## config.mk

```make
export PLATFORM = sky130hd
export DESIGN_NAME = irrigation_line_scheduler
export DESIGN_NICKNAME = d
export VERILOG_FILES = /design/src/hdl/ils_pkg.sv /design/src/hdl/ils_mul.sv /design/src/hdl/irrigation_line_scheduler.sv
export SDC_FILE = /design/constraint.sdc
export NUM_CORES = 2
export LEC_CHECK = 0
export ABC_AREA = 1
export ABC_CLOCK_PERIOD_IN_PS = 5950
export BUFFER_PORTS_ARGS = -buffer_cell sky130_fd_sc_hd__buf_2
export CORE_MARGIN = 1
export CORE_UTILIZATION = 52
export CTS_BUF_LIST = sky130_fd_sc_hd__clkbuf_4 sky130_fd_sc_hd__clkbuf_8
export CTS_CLUSTER_DIAMETER = 30
export DETAILED_ROUTE_END_ITERATION = 7
export PLACE_DENSITY_LB_ADDON = 0.05
export SYNTH_ARGS = -nofsm -noshare
export SYNTH_HDL_FRONTEND = slang
export SYNTH_SLANG_ARGS = --single-unit
```

## constraint.sdc

```tcl
create_clock -name clk -period 5.95 [get_ports clk]
set_input_delay 0.2975 -clock clk [delete_from_list [all_inputs] [get_ports clk]]
set_output_delay 0.2975 -clock clk [all_outputs]
set_load 0.02 [all_outputs]
```

## src/hdl/ils_pkg.sv

```systemverilog
// Package for the irrigation line scheduler: sizes, modes and shared types.
// No dependencies.
package ils_pkg;
  localparam int NUM_LINES    = 16;
  localparam int QUEUE_DEPTH  = 16;
  localparam int ACTIVE_SLOTS = 2;
  localparam int LINE_W   = 4;
  localparam int ACC_W    = 20;
  localparam int REM_W    = 25;
  localparam int QCNT_W   = 5;
  localparam int QIDX_W   = 4;
  localparam int SCALE_W  = 12;
  localparam int DUR_W    = 16;
  localparam int PROD_W   = DUR_W + 2 * SCALE_W;
  localparam logic [SCALE_W-1:0] GSCALE_RST = 12'd256;

  typedef enum logic [1:0] {
    MODE_AUTO = 2'd0,
    MODE_ON   = 2'd1,
    MODE_OFF  = 2'd2,
    MODE_IDLE = 2'd3
  } mode_t;
endpackage

```

## src/hdl/ils_mul.sv

```systemverilog
// Bit-serial multiplier: duration * global_scale * line_scale >> 16.
// Depends on ils_pkg. One multiplier bit per cycle.
module ils_mul (
  input  logic                          clk,
  input  logic                          rst_n,
  input  logic                          start,
  input  logic [ils_pkg::DUR_W-1:0]     dur,
  input  logic [ils_pkg::SCALE_W-1:0]   gscale,
  input  logic [ils_pkg::SCALE_W-1:0]   lscale,
  output logic                          busy,
  output logic [ils_pkg::REM_W-1:0]     result
);
  localparam int MB_W = 2 * ils_pkg::SCALE_W;
  logic [ils_pkg::PROD_W-1:0] acc_r, acc_nxt, mcand_r, mcand_nxt;
  logic [MB_W-1:0] mplier_r, mplier_nxt;
  logic [4:0] cnt_r, cnt_nxt;
  logic busy_r, busy_nxt;
  logic [MB_W-1:0] sc_prod;

  // scale product is 12x12: narrow, done once at start
  assign sc_prod = MB_W'(gscale) * MB_W'(lscale);

  always_comb begin
    acc_nxt = acc_r; mcand_nxt = mcand_r; mplier_nxt = mplier_r;
    cnt_nxt = cnt_r; busy_nxt = busy_r;
    if (start) begin
      acc_nxt = '0;
      mcand_nxt = ils_pkg::PROD_W'(dur);
      mplier_nxt = sc_prod;
      cnt_nxt = 5'(MB_W);
      busy_nxt = 1'b1;
    end else if (busy_r) begin
      if (mplier_r[0]) acc_nxt = acc_r + mcand_r;
      mcand_nxt = mcand_r << 1;
      mplier_nxt = mplier_r >> 1;
      cnt_nxt = cnt_r - 5'd1;
      if (cnt_r == 5'd1) busy_nxt = 1'b0;
    end
  end

  always_ff @(posedge clk) begin
    if (!rst_n) begin
      busy_r <= 1'b0; cnt_r <= '0;
    end else begin
      busy_r <= busy_nxt; cnt_r <= cnt_nxt;
    end
    acc_r <= acc_nxt; mcand_r <= mcand_nxt; mplier_r <= mplier_nxt;
  end

  assign busy = busy_r;
  // full product fits in 40 bits, so the top result bit is always zero
  assign result = {1'b0, acc_r[ils_pkg::PROD_W-1:16]};
endmodule

```

## src/hdl/irrigation_line_scheduler.sv

```systemverilog
// Top level of the irrigation line scheduler.
// Depends on ils_pkg and ils_mul.
//
// One item at a time. An item that queues a job waits on the bit-serial
// duration multiplier before its push; other items do not. On the final item
// the active slots at the queue head are served one step a cycle, with one
// shift of the queue per removed job, then 16 status beats follow, one per
// cycle while out_stall is low. No clearing pass after reset.
module irrigation_line_scheduler (
  input  logic        clk,
  input  logic        rst_n,
  input  logic        cfg_we,
  input  logic [11:0] cfg_global_scale,
  input  logic        in_valid,
  output logic        in_stall,
  input  logic [3:0]  in_line_index,
  input  logic [1:0]  in_mode,
  input  logic        in_has_program,
  input  logic [19:0] in_interval,
  input  logic [15:0] in_duration,
  input  logic [11:0] in_line_scale,
  input  logic [7:0]  in_elapsed,
  input  logic [16:0] in_now_seconds,
  input  logic [16:0] in_sunrise,
  input  logic [16:0] in_sunset,
  input  logic        in_sun_all_day,
  input  logic        in_last_line,
  output logic        out_valid,
  input  logic        out_stall,
  output logic [3:0]  out_status_line,
  output logic        out_valve_on,
  output logic        out_changed,
  output logic        out_last_status
);
  localparam int NL = ils_pkg::NUM_LINES;
  localparam int QD = ils_pkg::QUEUE_DEPTH;

  typedef enum logic [3:0] {
    S_IDLE, S_ACC, S_JOB, S_MWAIT, S_PUSH, S_SERVE, S_SHIFT, S_FORCE, S_EMIT
  } state_t;

  state_t state_r;
  logic [ils_pkg::SCALE_W-1:0] gscale_r;
  logic [ils_pkg::ACC_W-1:0] accrual_r [NL];
  logic [1:0] modes_r [NL];
  logic [NL-1:0] valve_r, prev_r;
  logic [ils_pkg::LINE_W-1:0] qline_r [QD];
  logic [ils_pkg::REM_W-1:0] qrem_r [QD];
  logic [ils_pkg::QCNT_W-1:0] qcnt_r;

  // captured item
  logic [3:0] ln_r; logic [1:0] mode_r; logic prog_r; logic [19:0] intv_r;
  logic [15:0] dur_r; logic [11:0] lsc_r; logic [7:0] el_r; logic last_r;
  logic win_r;
  logic [ils_pkg::QIDX_W-1:0] slot_r, sh_r;
  logic [3:0] emit_r;
  logic out_valid_r, out_last_r, out_on_r, out_chg_r;
  logic [3:0] out_line_r;

  logic mul_start, mul_busy;
  logic [ils_pkg::REM_W-1:0] mres;

  ils_mul u_mul (
    .clk(clk), .rst_n(rst_n), .start(mul_start), .dur(dur_r),
    .gscale(gscale_r), .lscale(lsc_r), .busy(mul_busy), .result(mres)
  );

  // daylight window
  logic win;
  always_comb begin
    win = in_sun_all_day
      || (in_now_seconds > in_sunrise
          && (in_now_seconds < in_sunset || in_sunset < in_sunrise))
      || (in_now_seconds < in_sunrise && in_sunset < in_sunrise
          && in_sunset > in_now_seconds);
  end

  logic in_acc;
  assign in_stall = (state_r != S_IDLE);
  assign in_acc = in_valid && !in_stall;
  assign mul_start = (state_r == S_JOB);

  logic [20:0] acc_sum;
  logic [19:0] acc_new;
  logic [ils_pkg::LINE_W-1:0] hl;
  assign acc_sum = {1'b0, accrual_r[ln_r]} + 21'(el_r);
  assign acc_new = (mode_r == ils_pkg::MODE_AUTO && win_r)
                 ? (acc_sum[20] ? 20'hFFFFF : acc_sum[19:0]) : accrual_r[ln_r];
  assign hl = qline_r[slot_r];

  always_ff @(posedge clk) begin
    if (!rst_n) begin
      state_r <= S_IDLE; gscale_r <= ils_pkg::GSCALE_RST; qcnt_r <= '0;
      valve_r <= '0; prev_r <= '0; out_valid_r <= 1'b0;
      for (int i = 0; i < NL; i++) begin
        accrual_r[i] <= '0; modes_r[i] <= ils_pkg::MODE_AUTO;
      end
    end else begin
      if (cfg_we) gscale_r <= cfg_global_scale;
      case (state_r)
        S_IDLE: if (in_acc) begin
          ln_r <= in_line_index; mode_r <= in_mode; prog_r <= in_has_program;
          intv_r <= in_interval; dur_r <= in_duration; lsc_r <= in_line_scale;
          el_r <= in_elapsed; last_r <= in_last_line; win_r <= win;
          state_r <= S_ACC;
        end
        S_ACC: begin
          modes_r[ln_r] <= mode_r;
          if (!prog_r) begin
            accrual_r[ln_r] <= '0; state_r <= S_PUSH;
          end else if (intv_r != '0 && acc_new > intv_r) begin
            accrual_r[ln_r] <= '0;
            state_r <= (qcnt_r < 5'(QD)) ? S_JOB : S_PUSH;
          end else begin
            accrual_r[ln_r] <= acc_new; state_r <= S_PUSH;
          end
        end
        S_JOB: state_r <= S_MWAIT;
        S_MWAIT: if (!mul_busy) begin
          qline_r[qcnt_r[ils_pkg::QIDX_W-1:0]] <= ln_r;
          qrem_r[qcnt_r[ils_pkg::QIDX_W-1:0]] <= mres;
          qcnt_r <= qcnt_r + 5'd1;
          state_r <= S_PUSH;
        end
        // S_PUSH: end of item work; last item starts the service pass
        S_PUSH: begin
          if (last_r) begin
            valve_r <= '0; slot_r <= '0; state_r <= S_SERVE;
          end else state_r <= S_IDLE;
        end
        S_SERVE: begin
          if (5'(slot_r) < 5'(ils_pkg::ACTIVE_SLOTS) && 5'(slot_r) < qcnt_r) begin
            if (qrem_r[slot_r] == '0) begin
              valve_r[hl] <= 1'b0; sh_r <= slot_r; state_r <= S_SHIFT;
            end else begin
              valve_r[hl] <= 1'b1;
              qrem_r[slot_r] <= (qrem_r[slot_r] > 25'(el_r))
                              ? qrem_r[slot_r] - 25'(el_r) : '0;
              slot_r <= slot_r + 1'b1;
            end
          end else state_r <= S_FORCE;
        end
        // one entry moves up per cycle
        S_SHIFT: begin
          if (5'(sh_r) + 5'd1 < qcnt_r && 5'(sh_r) + 5'd1 < 5'(QD)) begin
            qline_r[sh_r] <= qline_r[sh_r + 1'b1];
            qrem_r[sh_r] <= qrem_r[sh_r + 1'b1];
            sh_r <= sh_r + 1'b1;
          end else begin
            qcnt_r <= qcnt_r - 5'd1; state_r <= S_SERVE;
          end
        end
        S_FORCE: begin
          for (int i = 0; i < NL; i++) begin
            if (modes_r[i] == ils_pkg::MODE_ON) valve_r[i] <= 1'b1;
            if (modes_r[i] == ils_pkg::MODE_OFF) valve_r[i] <= 1'b0;
          end
          emit_r <= '0; state_r <= S_EMIT;
        end
        S_EMIT: begin
          if (!out_valid_r || !out_stall) begin
            out_valid_r <= 1'b1; out_line_r <= emit_r;
            out_on_r <= valve_r[emit_r];
            out_chg_r <= valve_r[emit_r] ^ prev_r[emit_r];
            out_last_r <= (emit_r == 4'(NL - 1));
            prev_r[emit_r] <= valve_r[emit_r];
            emit_r <= emit_r + 4'd1;
            if (emit_r == 4'(NL - 1)) state_r <= S_IDLE;
          end
        end
        default: state_r <= S_IDLE;
      endcase
      if (out_valid_r && !out_stall && !(state_r == S_EMIT)) out_valid_r <= 1'b0;
    end
  end

  assign out_valid = out_valid_r;
  assign out_status_line = out_line_r;
  assign out_valve_on = out_on_r;
  assign out_changed = out_chg_r;
  assign out_last_status = out_last_r;

`ifndef SYNTH
  a_qcnt: assert property (@(posedge clk) disable iff (!rst_n)
    qcnt_r <= 5'(QD)) else $error("queue count overflow");
  a_noin: assert property (@(posedge clk) disable iff (!rst_n)
    (state_r == S_EMIT) |-> in_stall) else $error("input taken during emit");
  a_mul: assert property (@(posedge clk) disable iff (!rst_n)
    mul_busy |-> state_r == S_MWAIT) else $error("multiplier busy off job");
`endif
endmodule
```

==> results.cfg <==
[status]
status = finished clean

[timing]
tightest_slew_ps = 1186
fmax_mhz = 178.1
finClkSkew_ps = 53.06
setup_viol = 0
layout_worst_path_cycle_share_pct = 94.37
slew_viol_final = 0
relSlewSlack_pct = 20.33
min_period_ps = 5615
final.setup.tns_ps = 0
finalHoldViolations = 0
grt_setup_unrepaired = yes

[synth]
syn_nets = 7223
async_flop_share_pct = 0
syn_area_um2 = 60580
yosysTopAreaCellShare_pct = 46.59
avgSynthCellArea_um2 = 8.955
synth_area_leaders = edfxtp_1 47%, nand2_1 6.6%, o21ai_0 5.7%, nor2_1 5.3%, inv_1 5.0%
yosysTopAreaCell = edfxtp_1
synth-edff-count = 940
syn_inst = 6765
ys.flop_type = edfxtp_1
synth-seq-cells = 1072
synthTopCellsByCount = 1061 x nand2_1, 940 x edfxtp_1, 854 x nor2_1
ys_seq_area_share_pct = 50.95
ys_types = 66
synth_most_common_cell = nand2_1
yosys_warnings = 0

[drt]
via_count = 50300
drt-pass1-iter-count = 6
wl_per_cell_um = 21.45
drc = 0
drt_iter0_drc = 5437
antenna_left = 0
drt-vias-per-instance = 5.762
wirelength_um = 187300

[cts]
cts.sinks = 1072
tritoncts = yes
cts_buffers = 237
cts.htree.levels = 4
root_buffer = clkbuf_8
clock_latency_ps = 950
path_clk_slew_ps = 60
cts.path.max_buffers = 3

[layout]
drive_above_1_share_pct = 11.92
layout.cells.non_filler = 8730
final_nets = 7463
area_growth_pct = 15.12

[worst_setup_path]
end_kind = flip-flop
required_ps = 6710
cp_slowest_stage_delay_ps = 500
reg2reg_depth = 28
crit_top_cell = nand2_1
critPathSlowestCell = dfxtp_4
r2r-end = accrual_r[3][15]$_SDFFCE_PN0P_
cp-start-kind = flip-flop
path_max_fanout = 43
r2r_slack_ps = 340
critical_path_arrival_ps = 6370
path_class = flip-flop to flip-flop

[placement]
place_hpwl_um = 114700
placedCellCount = 8172
io_buffers = 141
gp_congestion = 0.9303

[global_routing]
grt_first_pass_wirelength_um = 283100
antenna_found_initial = 4
grt_overflow_total = 0
grt_pass1_vias = 48090
grt_max_degree = 213
grt.total_usage_pct = 31.57

[power]
p_per_area_nw_per_um2 = 397.2
p_sw_uw = 9799
clkPwrFrac_pct = 34.8
combinationalPowerShare_pct = 30.7
seqPwrFrac_pct = 34.5
p_sw_share_pct = 35.37
irDropWorstVdd_mv = 0.2682
leakage_uw = 0.02862
intPower_uw = 17900
power_uw = 27700

[flow_run]
maxCapViolCount = 0

[die]
core_area_um2 = 115000
num_rows = 124
dieWidth_um = 343.3
start_util_pct = 52.70
die_y_um = 343.3
pin_count = 142
die-area_um2 = 117900

[worst_hold_path]
hp-start = in_interval[9]
worstHoldPathCells = 2
holdPathEnd = intv_r[9]$_DFFE_PP_
hp-class = primary input to flip-flop
==> kinds of logic after synthesis <==
group | share of synthesized area, %
compound gates | 14.36
fa+ha+maj | 8.001
flops | 50.95
buf+inv | 8.201
xor+xnor | 0.9541
simple gates | 17.53
==> placed cells by master (no fill, tap or decap), types with 12 or more instances in the layout <==
cell type         n
xor2_1           35
o21ai_1          19
nand2_1        1050
bufinv_16        42
clkinv_1         34
buf_12           21
buf_2           140
nand3_1         469
fa_1            104
xnor2_1          29
inv_1           804
clkinvlp_4       31
a311oi_1         22
a31oi_1          21
clkinv_2         52
buf_4           131
nand2_2          37
nor4_1           12
dlygate4sd3_1   105
nor2_4           21
dfxtp_1         125
clkbuf_4         38
a21oi_1         440
o21ai_0         691
nor3_1           23
clkbuf_8        249
ha_1            220
or2_2            18
o221ai_1         65
nand4_1          22
o211ai_1        175
o21a_1           22
and3_1           24
edfxtp_1        940
nor2_2           15
o22ai_1          21
nor2_1          835
==> how the worst max path moves through the flow <==
stage,endpoint,depth (start not counted),start,slack (ps)
final,accrual_r[3][15]$_SDFFCE_PN0P_,28,flip-flop,340
after global routing,accrual_r[0][12]$_SDFFCE_PN0P_,28,flip-flop,-70
after CTS,accrual_r[1][19]$_SDFFCE_PN0P_,28,flip-flop,100
after detailed placement,accrual_r[1][19]$_SDFFCE_PN0P_,28,flip-flop,-8
after global placement,accrual_r[15][19]$_SDFFCE_PN0P_,28,flip-flop,230
after floorplan,accrual_r[1][2]$_SDFFCE_PN0P_,34,flip-flop,670
==> metal layers <==
metal / part of all wire, % / track usage [%]
met1: 42 / 43.42
met2: 46 / 50.63
met3: 8.7 / 5.244
met4: 2.9 / 10.97
met5: 0.0069 / 0
==> power by group through the flow <==
stage | Clock, µW | Sequential (µW) | Combinational [µW]
6_report | 9640 | 9570 | 8490
5_1_grt | 10100 | 9620 | 9490
4_1_cts | 9740 | 9560 | 8400
3_5_place_dp | 0 | 9710 | 8290
3_3_place_gp | 0 | 9700 | 8190
2_1_floorplan | 0 | 9460 | 6030
==> critical path, delay by kind of cell, from the launching register on <==
kind / cells / cell delay, ps
fa+ha+maj: 2 / 670
buf+inv: 4 / 780
flops: 1 / 500
simple gates: 14 / 1970
compound gates: 8 / 1490
==> repair_timing <==
item | in CTS | in global routing
resized for setup | 1 | 7
pin swaps | 0 | 1
hold buffers | 105 | 0
cloned | 0 | 0
hold endpoints to repair | 99 | 0
buffers inserted | 0 | 1
setup endpoints to repair | 16 | 296
==> layout make-up <==
class,instances,area (µm²)
sequential,1072,30890
tap,1512,1892
clock inverter,162,1969
timing repair buffer,397,3156
inverter,831,3133
multi-input combinational,4466,24990
clock buffer,287,3712
antenna,3,7.507
fill,9909,45220
==> through the flow <==
stage	hold slack, ps	setup WS, ps	cell area [µm²]	utilization, %
floorplan	396.4	670.7	60580	-
global placement	446.1	234.9	62970	54.77
detailed placement	461.0	-8.149	62970	54.77
CTS	2.855	102.6	69700	60.63
global route	28.64	-70.49	69740	60.66
finish	75.41	335.1	69750	60.67
==> sequential cells by signal, indices dropped and copies added, names as in the netlist, 2 cells and up, named ones only <==
name,count
accrual_r,320
lsc_r,12
u_mul.cnt_r,5
modes_r,32
u_mul.mplier_r,24
state_r,4
qrem_r,400
mode_r,2
el_r,8
prev_r,16
emit_r,4
u_mul.acc_r,40
valve_r,16
ln_r,4
sh_r,4
gscale_r,12
out_status_line,4
u_mul.mcand_r,40
dur_r,16
qline_r,64
intv_r,20
slot_r,4
qcnt_r,5
No activity file was read; power rests on OpenSTA's default activity.
